$ cat config.mk
export PLATFORM = sky130hd
export DESIGN_NAME = modbus_rtu_single_register_master
export DESIGN_NICKNAME = d
export VERILOG_FILES = /design/src/hdl/mbrtu_pkg.sv /design/src/hdl/modbus_rtu_single_register_master.sv /design/src/hdl/mbrtu_front.sv /design/src/hdl/mbrtu_queue.sv /design/src/hdl/mbrtu_back.sv
export SDC_FILE = /design/constraint.sdc
export NUM_CORES = 1
export LEC_CHECK = 0
export BUFFER_PORTS_ARGS = -buffer_cell sky130_fd_sc_hd__buf_2
export CAP_MARGIN = 5
export CORE_ASPECT_RATIO = 0.8
export CORE_MARGIN = 4
export CORE_UTILIZATION = 57
export DETAILED_ROUTE_END_ITERATION = 6
export GPL_ROUTABILITY_DRIVEN = 0
export PLACE_DENSITY_LB_ADDON = 0.15
export SETUP_SLACK_MARGIN = 0.3
export SLEW_MARGIN = 20
export SYNTH_ARGS = -nofsm -noshare
export SYNTH_HDL_FRONTEND = slang
export SYNTH_SLANG_ARGS = --single-unit
$ cat constraint.sdc
create_clock -name clk_i -period 4.62 [get_ports clk_i]
set_input_delay 0.231 -clock clk_i [delete_from_list [all_inputs] [get_ports clk_i]]
set_output_delay 0.231 -clock clk_i [all_outputs]
set_load 0.005 [all_outputs]
$ cat src/hdl/mbrtu_pkg.sv
// ----------------------------------------------------------------------------
// mbrtu_pkg
// shared types, codes and the crc-16 byte update for the modbus rtu master
// ----------------------------------------------------------------------------
`default_nettype none

package mbrtu_pkg;

  typedef enum logic [1:0] {
    OP_READ    = 2'd0,
    OP_WRITE   = 2'd1,
    OP_RX      = 2'd2,
    OP_TIMEOUT = 2'd3
  } op_e;

  typedef enum logic [1:0] {
    STATUS_OK      = 2'd0,
    STATUS_CRC     = 2'd1,
    STATUS_TIMEOUT = 2'd2
  } status_e;

  localparam logic [7:0]  FC_READ       = 8'h03;
  localparam logic [7:0]  FC_WRITE      = 8'h06;
  localparam logic [15:0] CRC_SEED      = 16'hFFFF;
  localparam logic [15:0] CRC_POLY      = 16'hA001;
  localparam logic [15:0] READ_COUNT    = 16'h0001;
  localparam logic [7:0]  SLAVE_RESET   = 8'h01;
  localparam logic [3:0]  READ_DATA_LEN  = 4'd5;
  localparam logic [3:0]  WRITE_DATA_LEN = 4'd6;
  localparam logic [3:0]  READ_HI_POS    = 4'd3;
  localparam logic [3:0]  WRITE_HI_POS   = 4'd4;
  localparam int unsigned APB_AW        = 3;
  localparam logic        REG_SLAVE_ADDR = 1'b0;

  typedef struct packed {
    logic        is_result;
    logic        is_write;
    logic [7:0]  slave;
    logic [15:0] addr;
    logic [15:0] data;
    status_e     status;
  } job_t;

  function automatic logic [15:0] crc16_byte(input logic [15:0] crc_in,
                                             input logic [7:0]  b);
    logic [15:0] c;
    c = crc_in ^ {8'h00, b};
    for (int i = 0; i < 8; i++) begin
      if (c[0]) begin
        c = (c >> 1) ^ CRC_POLY;
      end else begin
        c = c >> 1;
      end
    end
    return c;
  endfunction

endpackage

`default_nettype wire

$ cat src/hdl/modbus_rtu_single_register_master.sv
// path: a command, or the reply byte or timeout that ends a transaction, is pushed
// into the job queue and reaches the output through the back-end job register
// throughput: one input beat per cycle while the job queue has room; a command
// then emits 8 frame beats, one per cycle unless stalled, on the single beat path
// reset: asynchronous active low; clears the queue, idles the transaction and
// loads slave_address with 1
// ----------------------------------------------------------------------------
// modbus_rtu_single_register_master
// modbus rtu master for single-register read and write transactions with
// crc-16 framing and reply checking
// ----------------------------------------------------------------------------
`default_nettype none

module modbus_rtu_single_register_master #(
  parameter int unsigned QUEUE_DEPTH = 2
) (
  input  wire logic                         clk_i,
  input  wire logic                         rst_ni,
  input  wire logic                         psel,
  input  wire logic                         penable,
  input  wire logic                         pwrite,
  input  wire logic [mbrtu_pkg::APB_AW-1:0] paddr,
  input  wire logic [31:0]                  pwdata,
  output      logic [31:0]                  prdata,
  output      logic                         pready,
  input  wire logic                         in_valid_i,
  output      logic                         in_ready_o,
  input  wire logic [1:0]                   opcode_i,
  input  wire logic [15:0]                  reg_address_i,
  input  wire logic [15:0]                  write_value_i,
  input  wire logic [7:0]                   rx_byte_i,
  output      logic                         out_valid_o,
  input  wire logic                         out_ready_i,
  output      logic                         kind_o,
  output      logic [7:0]                   tx_byte_o,
  output      logic                         last_o,
  output      logic [1:0]                   status_o,
  output      logic [15:0]                  reg_value_o
);
  import mbrtu_pkg::*;

  logic [7:0] slave_addr_q;
  logic       reg_sel;
  logic       push;
  job_t       push_job;
  logic       queue_full;
  logic       queue_valid;
  logic       pop;
  job_t       head_job;

  assign pready  = 1'b1;
  assign reg_sel = (paddr[APB_AW-1] == REG_SLAVE_ADDR);
  assign prdata  = reg_sel ? {24'h000000, slave_addr_q} : 32'h00000000;

  always_ff @(posedge clk_i or negedge rst_ni) begin
    if (!rst_ni) begin
      slave_addr_q <= SLAVE_RESET;
    end else if (psel && penable && pwrite && pready && reg_sel) begin
      slave_addr_q <= pwdata[7:0];
    end
  end

  mbrtu_front u_front (
    .clk_i           (clk_i),
    .rst_ni          (rst_ni),
    .slave_address_i (slave_addr_q),
    .in_valid_i      (in_valid_i),
    .in_ready_o      (in_ready_o),
    .opcode_i        (op_e'(opcode_i)),
    .reg_address_i   (reg_address_i),
    .write_value_i   (write_value_i),
    .rx_byte_i       (rx_byte_i),
    .queue_full_i    (queue_full),
    .push_o          (push),
    .job_o           (push_job)
  );

  mbrtu_queue #(
    .DEPTH (QUEUE_DEPTH)
  ) u_queue (
    .clk_i   (clk_i),
    .rst_ni  (rst_ni),
    .push_i  (push),
    .job_i   (push_job),
    .full_o  (queue_full),
    .valid_o (queue_valid),
    .pop_i   (pop),
    .job_o   (head_job)
  );

  mbrtu_back u_back (
    .clk_i       (clk_i),
    .rst_ni      (rst_ni),
    .job_valid_i (queue_valid),
    .job_i       (head_job),
    .pop_o       (pop),
    .out_valid_o (out_valid_o),
    .out_ready_i (out_ready_i),
    .kind_o      (kind_o),
    .tx_byte_o   (tx_byte_o),
    .last_o      (last_o),
    .status_o    (status_o),
    .reg_value_o (reg_value_o)
  );

endmodule

`default_nettype wire

$ cat src/hdl/mbrtu_front.sv
// ----------------------------------------------------------------------------
// mbrtu_front
// accepts command, reply and timeout beats, tracks the reply crc and queues
// request frames and transaction results for the back end
// ----------------------------------------------------------------------------
`default_nettype none

module mbrtu_front (
  input  wire logic             clk_i,
  input  wire logic             rst_ni,
  input  wire logic [7:0]       slave_address_i,
  input  wire logic             in_valid_i,
  output      logic             in_ready_o,
  input  wire mbrtu_pkg::op_e   opcode_i,
  input  wire logic [15:0]      reg_address_i,
  input  wire logic [15:0]      write_value_i,
  input  wire logic [7:0]       rx_byte_i,
  input  wire logic             queue_full_i,
  output      logic             push_o,
  output      mbrtu_pkg::job_t  job_o
);
  import mbrtu_pkg::*;

  logic [15:0] crc_q, crc_d;
  logic [3:0]  idx_q, idx_d;
  logic        busy_q, busy_d;
  logic        wr_q, wr_d;
  logic [15:0] value_q, value_d;
  logic [7:0]  crc_low_q, crc_low_d;
  logic        accept;
  logic [3:0]  data_len;
  logic [3:0]  hi_pos;
  logic [15:0] recv_crc;

  assign in_ready_o = !queue_full_i;
  assign accept     = in_valid_i && in_ready_o;
  assign data_len   = wr_q ? WRITE_DATA_LEN : READ_DATA_LEN;
  assign hi_pos     = wr_q ? WRITE_HI_POS : READ_HI_POS;
  assign recv_crc   = {rx_byte_i, crc_low_q};

  always_comb begin
    crc_d     = crc_q;
    idx_d     = idx_q;
    busy_d    = busy_q;
    wr_d      = wr_q;
    value_d   = value_q;
    crc_low_d = crc_low_q;
    push_o    = 1'b0;
    job_o     = '{is_result: 1'b0, is_write: 1'b0, slave: slave_address_i,
                  addr: reg_address_i, data: 16'h0000, status: STATUS_OK};
    if (accept) begin
      case (opcode_i)
        OP_READ, OP_WRITE: begin
          push_o         = 1'b1;
          job_o.is_write = (opcode_i == OP_WRITE);
          job_o.data     = (opcode_i == OP_WRITE) ? write_value_i : READ_COUNT;
          busy_d         = 1'b1;
          wr_d           = (opcode_i == OP_WRITE);
          idx_d          = 4'd0;
          crc_d          = CRC_SEED;
          value_d        = 16'h0000;
          crc_low_d      = 8'h00;
        end
        OP_TIMEOUT: begin
          if (busy_q) begin
            busy_d          = 1'b0;
            push_o          = 1'b1;
            job_o.is_result = 1'b1;
            job_o.status    = STATUS_TIMEOUT;
          end
        end
        OP_RX: begin
          if (busy_q) begin
            if (idx_q < data_len) begin
              crc_d = crc16_byte(crc_q, rx_byte_i);
              if (idx_q == hi_pos) begin
                value_d = {rx_byte_i, value_q[7:0]};
              end else if (idx_q == 4'(hi_pos + 4'd1)) begin
                value_d = {value_q[15:8], rx_byte_i};
              end
              idx_d = 4'(idx_q + 4'd1);
            end else if (idx_q == data_len) begin
              crc_low_d = rx_byte_i;
              idx_d     = 4'(idx_q + 4'd1);
            end else begin
              busy_d          = 1'b0;
              idx_d           = 4'd0;
              push_o          = 1'b1;
              job_o.is_result = 1'b1;
              if (recv_crc == crc_q) begin
                job_o.status = STATUS_OK;
                job_o.data   = value_q;
              end else begin
                job_o.status = STATUS_CRC;
              end
            end
          end
        end
        default: begin
        end
      endcase
    end
  end

  always_ff @(posedge clk_i or negedge rst_ni) begin
    if (!rst_ni) begin
      crc_q     <= CRC_SEED;
      idx_q     <= 4'd0;
      busy_q    <= 1'b0;
      wr_q      <= 1'b0;
      value_q   <= 16'h0000;
      crc_low_q <= 8'h00;
    end else begin
      crc_q     <= crc_d;
      idx_q     <= idx_d;
      busy_q    <= busy_d;
      wr_q      <= wr_d;
      value_q   <= value_d;
      crc_low_q <= crc_low_d;
    end
  end

endmodule

`default_nettype wire

$ cat src/hdl/mbrtu_queue.sv
// ----------------------------------------------------------------------------
// mbrtu_queue
// short job queue between the front end and the back end
// ----------------------------------------------------------------------------
`default_nettype none

module mbrtu_queue #(
  parameter int unsigned DEPTH = 2
) (
  input  wire logic             clk_i,
  input  wire logic             rst_ni,
  input  wire logic             push_i,
  input  wire mbrtu_pkg::job_t  job_i,
  output      logic             full_o,
  output      logic             valid_o,
  input  wire logic             pop_i,
  output      mbrtu_pkg::job_t  job_o
);
  import mbrtu_pkg::*;

  localparam int unsigned PW = (DEPTH > 1) ? $clog2(DEPTH) : 1;
  localparam int unsigned CW = $clog2(DEPTH + 1);
  localparam logic [PW-1:0] LAST_PTR = PW'(DEPTH - 1);

  job_t          mem_q [DEPTH];
  logic [PW-1:0] wr_ptr_q, rd_ptr_q;
  logic [CW-1:0] count_q;
  logic          do_push, do_pop;

  assign full_o  = (count_q == CW'(DEPTH));
  assign valid_o = (count_q != '0);
  assign job_o   = mem_q[rd_ptr_q];
  assign do_push = push_i && !full_o;
  assign do_pop  = pop_i && valid_o;

  always_ff @(posedge clk_i) begin
    if (do_push) begin
      mem_q[wr_ptr_q] <= job_i;
    end
  end

  always_ff @(posedge clk_i or negedge rst_ni) begin
    if (!rst_ni) begin
      wr_ptr_q <= '0;
      rd_ptr_q <= '0;
      count_q  <= '0;
    end else begin
      if (do_push) begin
        wr_ptr_q <= (wr_ptr_q == LAST_PTR) ? '0 : PW'(wr_ptr_q + 1'b1);
      end
      if (do_pop) begin
        rd_ptr_q <= (rd_ptr_q == LAST_PTR) ? '0 : PW'(rd_ptr_q + 1'b1);
      end
      if (do_push && !do_pop) begin
        count_q <= CW'(count_q + 1'b1);
      end else if (do_pop && !do_push) begin
        count_q <= CW'(count_q - 1'b1);
      end
    end
  end

endmodule

`default_nettype wire

$ cat src/hdl/mbrtu_back.sv
// ----------------------------------------------------------------------------
// mbrtu_back
// plays queued jobs out as beats: eight frame bytes with a running crc for a
// request, one beat for a transaction result
// ----------------------------------------------------------------------------
`default_nettype none

module mbrtu_back (
  input  wire logic             clk_i,
  input  wire logic             rst_ni,
  input  wire logic             job_valid_i,
  input  wire mbrtu_pkg::job_t  job_i,
  output      logic             pop_o,
  output      logic             out_valid_o,
  input  wire logic             out_ready_i,
  output      logic             kind_o,
  output      logic [7:0]       tx_byte_o,
  output      logic             last_o,
  output      logic [1:0]       status_o,
  output      logic [15:0]      reg_value_o
);
  import mbrtu_pkg::*;

  typedef enum logic [1:0] {
    ST_IDLE = 2'b01,
    ST_RUN  = 2'b10
  } state_e;

  state_e      state_q;
  job_t        job_q;
  logic [2:0]  beat_q;
  logic [15:0] crc_q;
  logic [7:0]  frame_byte;
  logic        fire;
  logic        done;

  always_comb begin
    case (beat_q)
      3'd0:    frame_byte = job_q.slave;
      3'd1:    frame_byte = job_q.is_write ? FC_WRITE : FC_READ;
      3'd2:    frame_byte = job_q.addr[15:8];
      3'd3:    frame_byte = job_q.addr[7:0];
      3'd4:    frame_byte = job_q.data[15:8];
      3'd5:    frame_byte = job_q.data[7:0];
      3'd6:    frame_byte = crc_q[7:0];
      3'd7:    frame_byte = crc_q[15:8];
      default: frame_byte = 8'h00;
    endcase
  end

  assign out_valid_o = (state_q == ST_RUN);
  assign kind_o      = job_q.is_result;
  assign tx_byte_o   = job_q.is_result ? 8'h00 : frame_byte;
  assign last_o      = job_q.is_result || (beat_q == 3'd7);
  assign status_o    = job_q.is_result ? job_q.status : STATUS_OK;
  assign reg_value_o = job_q.is_result ? job_q.data : 16'h0000;

  assign fire  = out_valid_o && out_ready_i;
  assign done  = fire && last_o;
  assign pop_o = job_valid_i && ((state_q == ST_IDLE) || done);

  always_ff @(posedge clk_i) begin
    if (pop_o) begin
      job_q <= job_i;
    end
  end

  always_ff @(posedge clk_i or negedge rst_ni) begin
    if (!rst_ni) begin
      state_q <= ST_IDLE;
      beat_q  <= 3'd0;
      crc_q   <= CRC_SEED;
    end else begin
      if (pop_o) begin
        state_q <= ST_RUN;
        beat_q  <= 3'd0;
        crc_q   <= CRC_SEED;
      end else if (done) begin
        state_q <= ST_IDLE;
      end else if (fire) begin
        beat_q <= 3'(beat_q + 3'd1);
        if (beat_q < 3'd6) begin
          crc_q <= crc16_byte(crc_q, frame_byte);
        end
      end
    end
  end

  // result jobs never advance the beat counter
  a_result_beat: assert property (@(posedge clk_i) disable iff (!rst_ni)
    (state_q == ST_RUN && job_q.is_result) |-> beat_q == 3'd0)
    else $error("result job with nonzero beat");

  a_fail_value: assert property (@(posedge clk_i) disable iff (!rst_ni)
    (out_valid_o && kind_o && status_o != STATUS_OK) |-> reg_value_o == 16'h0000)
    else $error("failed result carries a value");

  a_beat_step: assert property (@(posedge clk_i) disable iff (!rst_ni)
    (fire && !last_o) |=> beat_q == 3'($past(beat_q) + 3'd1))
    else $error("frame beat did not advance");

  a_drain_idle: assert property (@(posedge clk_i) disable iff (!rst_ni)
    (done && !job_valid_i) |=> state_q == ST_IDLE)
    else $error("back end not idle after last beat");

endmodule

`default_nettype wire

Word level (Yosys, flattened, before mapping)
Memories as Yosys holds them, arrays and structs flattened. A register that Yosys moved wholly into a read port is not among the register bits.
Cells that the tools add are included.
{"block": "op_classes", "add_sub_neg": 7, "magnitude_cmp": 2, "n_eq_ne": 25, "mux": 134, "n_bitwise": 19, "reduce_logical": 33}
{"cell": "two-way mux 16 bit", "count": 84}
{"cell": "case mux 16 bit (2 select lines)", "count": 3}
{"cell": "two-way mux 18 bit", "count": 4}
{"cell": "case mux 8 bit (8 select lines)", "count": 1}
{"cell": "two-way mux 8 bit", "count": 6}
{"cell": "NOT 2 -> 3 bit", "count": 16}
{"cell": "XOR 16 x 8 -> 16 bit", "count": 2}
{"cell": "equality test 16 bit", "count": 1}
{"cell": "two-way mux 2 bit", "count": 8}
{"cell": "case mux 8 bit (2 select lines)", "count": 1}
{"cell": "two-way mux 3 bit", "count": 5}
{"cell": "two-way mux 1 bit", "count": 14}
{"cell": "equality test 3 bit, second input constant", "count": 4}
{"cell": "equality test 4 bit", "count": 3}
{"cell": "two-way mux 4 bit", "count": 3}
{"cell": "inequality test 2 x 1 -> 1 bit, second input constant", "count": 6}
{"cell": "nonzero test 2 bit", "count": 6}
{"cell": "logical AND 1 bit", "count": 11}
{"cell": "AND reduction 5 bit", "count": 2}
{"cell": "adder 4 x 1 -> 4 bit, second input constant", "count": 2}
{"cell": "equality test 2 bit, second input constant", "count": 4}
{"cell": "case mux 4 bit (2 select lines)", "count": 1}
{"cell": "equality test 3 x 2 -> 1 bit, second input constant", "count": 2}
{"cell": "case mux 1 bit (3 select lines)", "count": 2}
{"cell": "21 further kinds", "count": 29}
{"block": "totals", "reg_bits": 79, "ram_bits": 88, "in_bits": 84, "output_inout_bits": 63, "wordCells": 235, "mem_count": 1}
{"name": "u_queue.mem_q", "depth": 2, "word_bits": 44, "read_ports": 1, "rd_ports_with_merged_regs": 1, "write_ports": 1, "line_no": "mbrtu_queue.sv:25", "rtl": "job_t mem_q [DEPTH];"}

Depth between registers and ports, before layout
Gate-level depths: netlist (run 1).
{"block": "logic_depth", "depth_word": 51, "depth_mapped": 13, "mapped_depth_nobuf": 12}

Cells and area by module
A second synthesis (run 1) with hierarchy kept.
{"block": "hier_totals", "hier_cells": 743, "hier_area_um2": 10174.8}
{"mod": "mbrtu_queue", "n_inst": 1, "cells_each": 156, "area_each_um2": 3575.9, "seq_area_each_um2": 2742.6}
{"mod": "mbrtu_back", "n_inst": 1, "cells_each": 240, "area_each_um2": 3105.5, "seq_area_each_um2": 1868.0}
{"mod": "mbrtu_front", "n_inst": 1, "cells_each": 295, "area_each_um2": 2912.8, "seq_area_each_um2": 1171.1}
{"mod": "modbus_rtu_single_register_master", "n_inst": 1, "cells_each": 52, "area_each_um2": 580.6, "seq_area_each_um2": 201.4}

Worst setup path after synthesis (run 1)
No wires, ideal clock.
{"block": "synth_timing", "kind": "register to register", "from": "reg u_front.wr_q", "to": "mem u_queue.mem_q[0][0] (netlist bit), enable pin", "setup_ns": 0.451, "arrival_ns": 3.558, "required_time_ns": 4.169, "path_slack_ns": 0.612, "path_stages_with_launch": 10, "path_buffers": 0, "period_less_slack_ns": 4.008, "cell_sequence": "dfrtp_1 -> inv_1 -> ha_1 -> nor2b_1 -> o21ai_0 -> a21oi_1 -> or2_2 -> o21ai_0 -> a21oi_1 -> nor2b_1"}
{"block": "synth_via", "elab_chain_len": 10, "elab_cells_between_ends": 11, "classes_between": "order compare (1); eq/ne (1); mux (8); reduce/logical (1)"}
{"item": "start: declaration", "line_no": "mbrtu_front.sv:27", "rtl": "logic wr_q, wr_d;"}
{"item": "start signal: assignment", "line_no": "mbrtu_front.sv:117", "rtl": "wr_q <= wr_d;"}
{"item": "two-way mux 2 bit (*)", "line_no": "mbrtu_front.sv:37", "rtl": "assign data_len = wr_q ? WRITE_DATA_LEN : READ_DATA_LEN;"}
{"item": "branches (longest 2 deep; another with less-than comparator 4 bit)"}
{"item": "two-way mux 1 bit (*)", "line_no": "mbrtu_front.sv:74", "rtl": "if (idx_q < data_len) begin"}
{"item": "two-way mux 1 bit (*)", "line_no": "mbrtu_front.sv:73", "rtl": "if (busy_q) begin"}
{"item": "case mux 1 bit (3 select lines) (*)", "line_no": "mbrtu_front.sv:52", "rtl": "case (opcode_i)"}
{"item": "two-way mux 1 bit (*)", "line_no": "mbrtu_front.sv:51", "rtl": "if (accept) begin"}
{"item": "logical AND 1 bit (*)", "line_no": "mbrtu_queue.sv:33", "rtl": "assign do_push = push_i && !full_o;"}
{"item": "via u_queue.do_push", "line_no": "mbrtu_queue.sv:28", "rtl": "logic do_push, do_pop;"}
{"item": "two-way mux 1 bit (*)", "line_no": "mbrtu_queue.sv:37", "rtl": "if (do_push) begin"}
{"item": "two-way mux 1 bit (not written as such) (*)", "line_no": "mbrtu_queue.sv:38", "rtl": "mem_q[wr_ptr_q] <= job_i;"}
{"item": "end: declaration", "line_no": "mbrtu_queue.sv:25"}
Mark *: on every way through the listed nets, which the timed path passes.

Worst setup path in the final report (run 1)
{"block": "layout_timing", "from": "reg u_back.beat_q[2]", "to": "reg u_back.crc_q[0]"}
{"block": "layout_via", "elab_chain_len": 44, "elab_cells_between_ends": 66, "classes_between": "order compare (1); eq/ne (8); mux (41); bitwise (8); reduce/logical (8)"}
{"item": "start: declaration", "line_no": "mbrtu_back.sv:31", "rtl": "logic [2:0] beat_q;"}
{"item": "start signal: assignment", "line_no": "mbrtu_back.sv:81", "rtl": "beat_q <= 3'(beat_q + 3'd1);"}
{"item": "equality test 3 bit (tied with other cells)", "line_no": "mbrtu_back.sv:38, mbrtu_back.sv:54"}
{"item": "case mux 8 bit (8 select lines)", "line_no": "mbrtu_back.sv:38", "rtl": "case (beat_q)"}
{"item": "XOR 16 x 8 -> 16 bit", "line_no": "mbrtu_pkg.sv:47", "rtl": "c = crc_in ^ {8'h00, b};"}
{"item": "two-way mux 16 bit / NOT 2 -> 3 bit (equally long branches)"}
{"item": "two-way mux 16 bit (on tied branches)", "line_no": "mbrtu_back.sv:82, mbrtu_pkg.sv:49"}
{"item": "two-way mux 16 bit (on tied branches)", "line_no": "mbrtu_back.sv:80, mbrtu_back.sv:82"}
{"item": "two-way mux 16 bit (on tied branches)", "line_no": "mbrtu_back.sv:78, mbrtu_back.sv:80"}
{"item": "two-way mux 16 bit (on tied branches)", "line_no": "mbrtu_back.sv:74, mbrtu_back.sv:78"}
{"item": "(+28 left out)"}
{"item": "two-way mux 16 bit", "line_no": "mbrtu_back.sv:80", "rtl": "end else if (fire) begin"}
{"item": "two-way mux 16 bit", "line_no": "mbrtu_back.sv:78", "rtl": "end else if (done) begin"}
{"item": "two-way mux 16 bit", "line_no": "mbrtu_back.sv:74", "rtl": "if (pop_o) begin"}
{"item": "two-way mux 16 bit", "line_no": "mbrtu_pkg.sv:49", "rtl": "if (c[0]) begin"}
{"item": "two-way mux 16 bit", "line_no": "mbrtu_back.sv:82", "rtl": "if (beat_q < 3'd6) begin"}
{"item": "two-way mux 16 bit", "line_no": "mbrtu_back.sv:80"}
{"item": "two-way mux 16 bit", "line_no": "mbrtu_back.sv:78"}
{"item": "two-way mux 16 bit", "line_no": "mbrtu_back.sv:74"}
{"item": "end signal: assignment", "line_no": "mbrtu_back.sv:83", "rtl": "crc_q <= crc16_byte(crc_q, frame_byte);"}
{"item": "end: declaration", "line_no": "mbrtu_back.sv:32", "rtl": "logic [15:0] crc_q;"}
Several ways; a longest one is shown, not always the timed one. The select of a mux whose other input is x is not followed.
A chain may end at the register's enable or synchronous reset.

==> results.sh, run 1 <==
export IMPL_crit_fanout=22
export IMPL_critical_path_buf_inv_count=1
export IMPL_rr_startpoint="u_back.beat_q[2]"
export IMPL_vias=6061
export IMPL_fin_skew_ns=0.0146
export IMPL_worst_slew_pin_slew_ns=1.06
export IMPL_cpMostUsedCell="o22ai_1"
export IMPL_leakage_uw=0.00429
export IMPL_maxCapViolations=0
export IMPL_drive_gt1_share_pct=28.1
export IMPL_initial_core_util_pct=58.3
export IMPL_finalMaxSlewViolations=0
export IMPL_synth_top_flop_cell="edfxtp_1"
export IMPL_cts_num_sinks=211
export IMPL_die_area_um2=19100
export IMPL_setup_tns_ns=0
export IMPL_slew_headroom_pct=29.3
export IMPL_hpwl_um=14000
export IMPL_synth_edf_count=132
export IMPL_dieHeight_um=125
export IMPL_crit_slowest_cell="dfrtp_1"
export IMPL_top_usage_layer="met2"
export IMPL_post_cts_buffers=0
export IMPL_crit_type="reg -> reg"
export IMPL_final_nets=940
export IMPL_cts_tree="done"
export IMPL_timing_hold_ws_ns=0.0535
export IMPL_ys_warn_count=0
export IMPL_first_global_vias=6075
export IMPL_post_place_cells=1018
export IMPL_grt_pass1_wl_um=32900
export IMPL_fp_coreArea_um2=16600
export IMPL_final_cells=1081
export IMPL_vias_per_cell=5.61
export IMPL_yosysSeqAreaShare_pct=61.8
export IMPL_synth_cell_types=61
export IMPL_yosys_top_cells_area="edfxtp_1 41%, dfrtp_1 12%, dfstp_2 9.2%"
export IMPL_totalWireLength_um=20300
export IMPL_first_pass_iters=5
export IMPL_path_delay_family="XOR/XNOR gates"
export IMPL_ir_drop_mv=0.368
export IMPL_hp_start="rx_byte_i[0]"
export IMPL_clk_path_buf_depth=3
export IMPL_arrival_ns=4.16
export IMPL_rsz0062_at_grt="false"
export IMPL_rows=42
export IMPL_crit_path_cell_trace="inv_1 > ha_1 > or4_4 > o22ai_1 > o22ai_1 > xor2_1 > xor3_1 > xnor3_2 > xnor3_1 > a21oi_1"
export IMPL_avgSynthCellArea_um2=13.2
export IMPL_antenna_found_initial=0
export IMPL_grtUsageMet2_pct=32.5
export IMPL_synth_cells=734
export IMPL_die_width_um=154
export IMPL_clock_latency_ns=0.50
export IMPL_port_buffers=95
export IMPL_async_flop_share_pct=37.4
export IMPL_crit_path_start="u_back.beat_q[2]"
export IMPL_synth_largest_area_cell="edfxtp_1"
export IMPL_clock_fmax_mhz=267
export IMPL_drc=0
export IMPL_layout_min_cycle_time_ns=3.74
export IMPL_cellPowerDensity_nw_per_um2=449
export IMPL_min_path_type="in -> reg"
export IMPL_synth_most_common_cell="edfxtp_1"
export IMPL_io_pins=147
export IMPL_ys_ff_latch=211
export IMPL_yosys_area_top_type_share_pct=40.9
export IMPL_r2r_slack_ns=0.88
export IMPL_grt_max_degree=80
export IMPL_setup_viol=0
export IMPL_area_delta_synth_final_pct=15.8
export IMPL_required_ns=5.04
export IMPL_cp_end_kind="register"
export IMPL_fin_crit_sh_pct=81.0
export IMPL_grt_overflow_total=0
export IMPL_global_route_usage_total_pct=21.3
export IMPL_hold_viol_final=0
export IMPL_routedWlPerCell_um=18.8
export IMPL_status="complete, no violations"
export IMPL_synthTopCellsByCount="132 x edfxtp_1, 52 x mux2_2, 45 x dfrtp_1"
export IMPL_cts_root_buffer="clkbuf_16"
export IMPL_cts_buffers=21
export IMPL_diodes=0
export IMPL_met1_usage_pct=32.3
export IMPL_cpPeakStageDelay_ns=0.77
export IMPL_grtUsageMet3_pct=4.13
export IMPL_drt_iter0_drc=497
export IMPL_cts_htree_levels=1
export IMPL_clkTransAtPathRegs_ns=0.06
export IMPL_start_kind="register"
export IMPL_synth_area_um2=9680
export IMPL_ant_nets=0
## power by group
group / internal (uW) / total [uW] / leakage [uW] / switching (uW)
logic: 381 / 859 / 0.00179 / 478
clock network: 965 / 1650 / 0.000323 / 684
registers: 2360 / 2520 / 0.00218 / 163
## layout make-up
| type | count | area [um^2] |
|---|---|---|
| inverter | 25 | 93.8 |
| tap | 220 | 275 |
| multi-input combinational | 460 | 3390 |
| sequential | 211 | 5980 |
| timing repair buffer | 127 | 797 |
| clock buffer | 25 | 551 |
| fill | 1215 | 5400 |
| clock inverter | 13 | 120 |
## flip-flops by register name, indices dropped and copies added (netlist names)
register / cells
u_queue.rd_ptr_q: 1
u_back.state_q: 2
u_front.value_q: 16
slave_addr_q: 8
u_queue.mem_q: 88
u_front.idx_q: 4
u_back.crc_q: 16
u_back.kind_o: 1
u_front.crc_q: 16
u_queue.count_q: 2
u_front.crc_low_q: 8
u_back.beat_q: 3
u_front.wr_q: 1
u_back.job_q: 43
u_queue.wr_ptr_q: 1
u_front.busy_q: 1
## cells in the final DEF (no fill, tap or decap), types with 9 or more instances in the layout
master / instances
nand2_1: 26
conb_1: 25
a21oi_1: 28
inv_1: 25
clkbuf_16: 21
edfxtp_1: 132
o21ai_0: 31
a32o_1: 10
a22oi_1: 21
and2_1: 22
dfrtp_1: 44
xor2_1: 15
dfstp_2: 34
nand4b_1: 9
ha_1: 10
dlygate4sd3_1: 25
xnor2_1: 43
nor2b_1: 18
mux2_2: 52
buf_2: 94
nor2_1: 42
nor3_1: 14
nand3_1: 13
## worst reg2reg max path, cell delays in order (launching register included)
cell and delay [ns]:
dfrtp_1 0.77, inv_1 0.18, ha_1 0.38, or4_4 0.63, o22ai_1 0.22, o22ai_1 0.16
xor2_1 0.25, xor3_1 0.31, xnor3_2 0.42, xnor3_1 0.19, a21oi_1 0.15
## worst paths after layout
path / end / depth (start not counted)
min in group asynchronous: u_queue.count_q[1] / 2
hold / removal: u_front.crc_low_q[0] / 3
setup / recovery: u_back.crc_q[0] / 10
setup reg to reg: u_back.crc_q[0] / 10
max in group asynchronous: u_queue.rd_ptr_q / 2
hold reg to reg: u_front.value_q[11] / 1
## cell families after synthesis
kind of cell / count (synthesis) / share of synthesized area, %
adder cells (fa/ha/maj): 10 / 1.29
other: 2 / 0.0776
AND/OR/NAND/NOR: 174 / 9.77
buffers and inverters: 86 / 4.54
multiplexers: 55 / 6.36
flip-flops: 211 / 61.8
AO/OA/AOI/OAI: 130 / 9.16
XOR/XNOR: 66 / 6.99
## timing repair
action	4_1_cts	5_1_grt
hold buffers	25	0
resized for setup	0	0
endpoints found under the setup margin	0	0
endpoints found under the hold margin	85	0
## per-stage QoR
stage / setup slack [ns] / instance area (um^2) / util, % / power (uW)
2_1_floorplan: 0.612 / 9770 / - / 3130
3_3_place_gp: 1.10 / 10300 / 61.8 / 3340
3_5_place_dp: 0.965 / 10300 / 61.9 / 3390
4_1_cts: 0.935 / 11200 / 67.4 / 5060
5_1_grt: 0.594 / 11200 / 67.5 / 5270
6_report: 0.878 / 11200 / 67.5 / 5030
## metal layers
metal | up-vias | routed length [um] | share of wire [%]
li1 | 2843 | - | -
met4 | 0 | 305 | 1.5
met5 | - | 0 | 0
met3 | 22 | 1790 | 8.8
met2 | 243 | 9270 | 46
met1 | 2953 | 8950 | 44
Note: power is estimated with default switching activity, not from simulation.
==> run 2: changes to the inputs <==
--- a/config.mk
+++ b/config.mk
@@ -5,6 +5,7 @@
 export SDC_FILE = /design/constraint.sdc
 export NUM_CORES = 1
 export LEC_CHECK = 0
+export ABC_AREA = 1
 export BUFFER_PORTS_ARGS = -buffer_cell sky130_fd_sc_hd__buf_2
 export CAP_MARGIN = 5
 export CORE_ASPECT_RATIO = 0.8
==> constraint.sdc (replaced) <==
create_clock -name clk_i -period 3.6 [get_ports clk_i]
set_input_delay 0.18 -clock clk_i [delete_from_list [all_inputs] [get_ports clk_i]]
set_output_delay 0.18 -clock clk_i [all_outputs]
set_load 0.005 [all_outputs]
==> run 2 against run 1 <==
- clock skew is 0.00058 ns lower
- hold slack improved by 0.0027 ns
- worst setup slack worse by 0.30 ns
- global-route usage grew 1.7 points
- total power grew 95%
- combinational power grew to 4.4 times the previous value
- wire length up 12%
- sequential share of layout area is 2.2 points lower
- critical path type unchanged
- largest cell class unchanged
==> results.sh, run 2 <==
export IMPL_status="complete, no violations"
export IMPL_fin_skew_ns=0.0140
export IMPL_slew_headroom_pct=34.1
export IMPL_synth_most_common_cell="nand2_1"
export IMPL_cpMostUsedCell="inv_1"
export IMPL_grt_overflow_total=0
export IMPL_clk_path_buf_depth=3
export IMPL_avgSynthCellArea_um2=9.66
export IMPL_leakage_uw=0.00529
export IMPL_rows=43
export IMPL_swShare_pct=38.5
export IMPL_crit_fanout=3
export IMPL_cp_end_kind="register"
export IMPL_synth_area_um2=10000
export IMPL_cts_buffers=22
export IMPL_rsz0062_at_grt="false"
export IMPL_yosys_top_cells_area="edfxtp_1 39%, nand2_1 11%, dfrtp_1 11%"
export IMPL_holdPathStages=3
export IMPL_initial_core_util_pct=58.0
export IMPL_first_pass_iters=5
export IMPL_min_path_type="in -> reg"
export IMPL_dieHeight_um=127
export IMPL_cpPeakStageDelay_ns=0.39
export IMPL_cts_root_buffer="clkbuf_16"
export IMPL_largest_reg_flops=88
export IMPL_top_regs="u_queue.mem_q (88), u_back.job_q (43)"
export IMPL_power_internal_uw=6050
export IMPL_start_kind="register"
export IMPL_cts_num_sinks=211
export IMPL_required_ns=3.98
export IMPL_diodes=0
export IMPL_r2r_cells=18
export IMPL_clkTransAtPathRegs_ns=0.06
export IMPL_ir_drop_mv=0.482
export IMPL_worst_slew_pin_slew_ns=0.984
export IMPL_post_place_cells=1337
export IMPL_seqPwrFrac_pct=38.5
export IMPL_ys_warn_count=0
export IMPL_hold_viol_final=0
export IMPL_yosys_area_top_type_share_pct=39.5
export IMPL_grt_pass1_wl_um=36200
export IMPL_hpwl_um=15500
export IMPL_crit_slowest_cell="dfrtp_1"
export IMPL_layout_commonest_cell="nand2_1"
export IMPL_routedWlPerCell_um=16.3
export IMPL_synthTopCellsByCount="302 x nand2_1, 132 x edfxtp_1, 101 x nor2_1"
export IMPL_vias_per_cell=5.30
export IMPL_final_cell_mix="302 x nand2_1, 132 x edfxtp_1, 98 x nor2_1, 97 x inv_1, 94 x buf_2"
export IMPL_final_cells=1402
export IMPL_p_switching_uw=3780
export IMPL_p_comb_share_pct=38.5
export IMPL_io_pins=147
export IMPL_finalMaxSlewViolations=0
export IMPL_maxCapViolations=0
export IMPL_fin_ws_ns=0.581
export IMPL_drc=0
export IMPL_grt_max_degree=80
export IMPL_drt_iter0_drc=653
export IMPL_synth_cell_types=45
export IMPL_crit_path_cell_trace="inv_1 > ha_1 > inv_1 > nor2_1 > nor2_1 > o21ai_0 > inv_1 > nor2_1 > inv_1 > nor3_1 > inv_1 > o21ai_0 > o21ai_1 > inv_1 > ha_1 > a21oi_1 > o21ai_0 > xnor2_1"
export IMPL_cts_tree="done"
export IMPL_setup_viol=0
export IMPL_pwr_share_clk_pct=22.9
export IMPL_fp_coreArea_um2=17300
export IMPL_first_global_vias=6883
export IMPL_setup_tns_ns=0
export IMPL_async_flop_share_pct=37.4
export IMPL_power_uw=9820
export IMPL_area_delta_synth_final_pct=16.5
export IMPL_final_nets=1255
export IMPL_arrival_ns=3.40
export IMPL_wl_met1_um=10700
export IMPL_fill_cells=1355
export IMPL_synth_largest_area_cell="edfxtp_1"
export IMPL_wl_met3_um=1430
export IMPL_global_route_usage_total_pct=23.0
export IMPL_met2_length_um=10100
export IMPL_synth_edf_count=132
export IMPL_clock_fmax_mhz=331
export IMPL_clock_latency_ns=0.50
export IMPL_timing_hold_ws_ns=0.0562
export IMPL_crit_type="reg -> reg"
export IMPL_port_buffers=95
export IMPL_die_width_um=156
export IMPL_synth_top_flop_cell="edfxtp_1"
export IMPL_cellPowerDensity_nw_per_um2=840
export IMPL_die_area_um2=19800
export IMPL_synth_cells=1039
export IMPL_drive_gt1_share_pct=17.5
export IMPL_cts_htree_levels=1
export IMPL_totalWireLength_um=22800
export IMPL_top_layer="met4"
export IMPL_antenna_found_initial=0
export IMPL_layout_min_cycle_time_ns=3.02
export IMPL_vias=7425
export IMPL_fin_crit_sh_pct=83.9
export IMPL_ys_ff_latch=211
export IMPL_yosysSeqAreaShare_pct=59.6
export IMPL_dpl_worst_slack_ns=0.445
export IMPL_ant_nets=0
export IMPL_top_register="u_queue.mem_q"
==> run 2: cell types whose count changed after synthesis, moves of 23 or more <==
cell / delta
nor2_1: +59
nand3_1: +42
and2_1: -23
nand2_1: +276
mux2_2: -52
inv_1: +72
==> run 2: per-stage QoR <==
step / util (%) / area, um^2
final: 67.5 / 11700
after global routing: 67.5 / 11700
after CTS: 67.4 / 11700
after detailed placement: 61.8 / 10700
after global placement: 61.8 / 10700
after floorplan: - / 10100
==> run 2: area by class of cell <==
| cell class | count | area (um^2) | share of cell area (%) |
|---|---|---|---|
| flip-flops and latches | 211 | 5980 | 51.2 |
| multi-input cells | 692 | 3450 | 29.5 |
| repair buffers | 135 | 882 | 7.54 |
| clock buffers | 31 | 637 | 5.45 |
| inverters | 99 | 372 | 3.18 |
| well taps | 225 | 282 | 2.41 |
| clock inverters | 9 | 91.3 | 0.781 |
==> run 2: power by group through the flow <==
stage / sequential (uW) / combinational (uW) / clock (uW)
global placement: 3800 / 3650 / 0
detailed placement: 3810 / 3730 / 0
global route: 3840 / 4280 / 2390
CTS: 3770 / 3770 / 2290
floorplan: 3680 / 2830 / 0
finish: 3790 / 3790 / 2250
==> run 2: routing by layer <==
metal / vias up / global-route usage (%)
met2: 255 / 34.3
met5: - / 0
met3: 37 / 3.07
li1: 3616 / -
met1: 3517 / 36.0
met4: 0 / 5.66
==> run 2: timing repair <==
action,CTS,global route
hold buffers,25,0
resized for setup,0,3
hold endpoints to repair,85,0
buffers inserted,0,0
endpoints found under the setup margin,0,43
==> run 2: final timing paths <==
path / start / to / slack, ns
min: rx_byte_i[0] / u_front.value_q[8] / 0.06
max reg2reg: u_front.wr_q / u_queue.count_q[1] / 0.58
min reg2reg: slave_addr_q[7] / u_queue.mem_q[1][41] / 0.47
max in group asynchronous: rst_ni / u_front.idx_q[3] / 2.78
max: u_front.wr_q / u_queue.count_q[1] / 0.58
min in group asynchronous: rst_ni / u_queue.count_q[1] / 0.31
==> run 2: logic make-up after synthesis <==
kind of cell / count (synthesis) / share of synthesized area [%]
XOR/XNOR: 43 / 3.89
AND/OR/NAND/NOR: 496 / 20.6
buffers and inverters: 159 / 7.24
flip-flops: 211 / 59.6
adder cells (fa/ha/maj): 10 / 1.25
AO/OA/AOI/OAI: 118 / 7.39
other: 2 / 0.0748
==> run 2: worst max-delay path, delay by kind of cell, from the launching register on <==
family | cells | cell delay (ns)
flip-flops | 1 | 0.39
AO/OA/AOI/OAI | 5 | 0.84
AND/OR/NAND/NOR | 4 | 0.43
buffers and inverters | 6 | 0.53
XOR/XNOR | 1 | 0.14
adder cells (fa/ha/maj) | 2 | 0.56
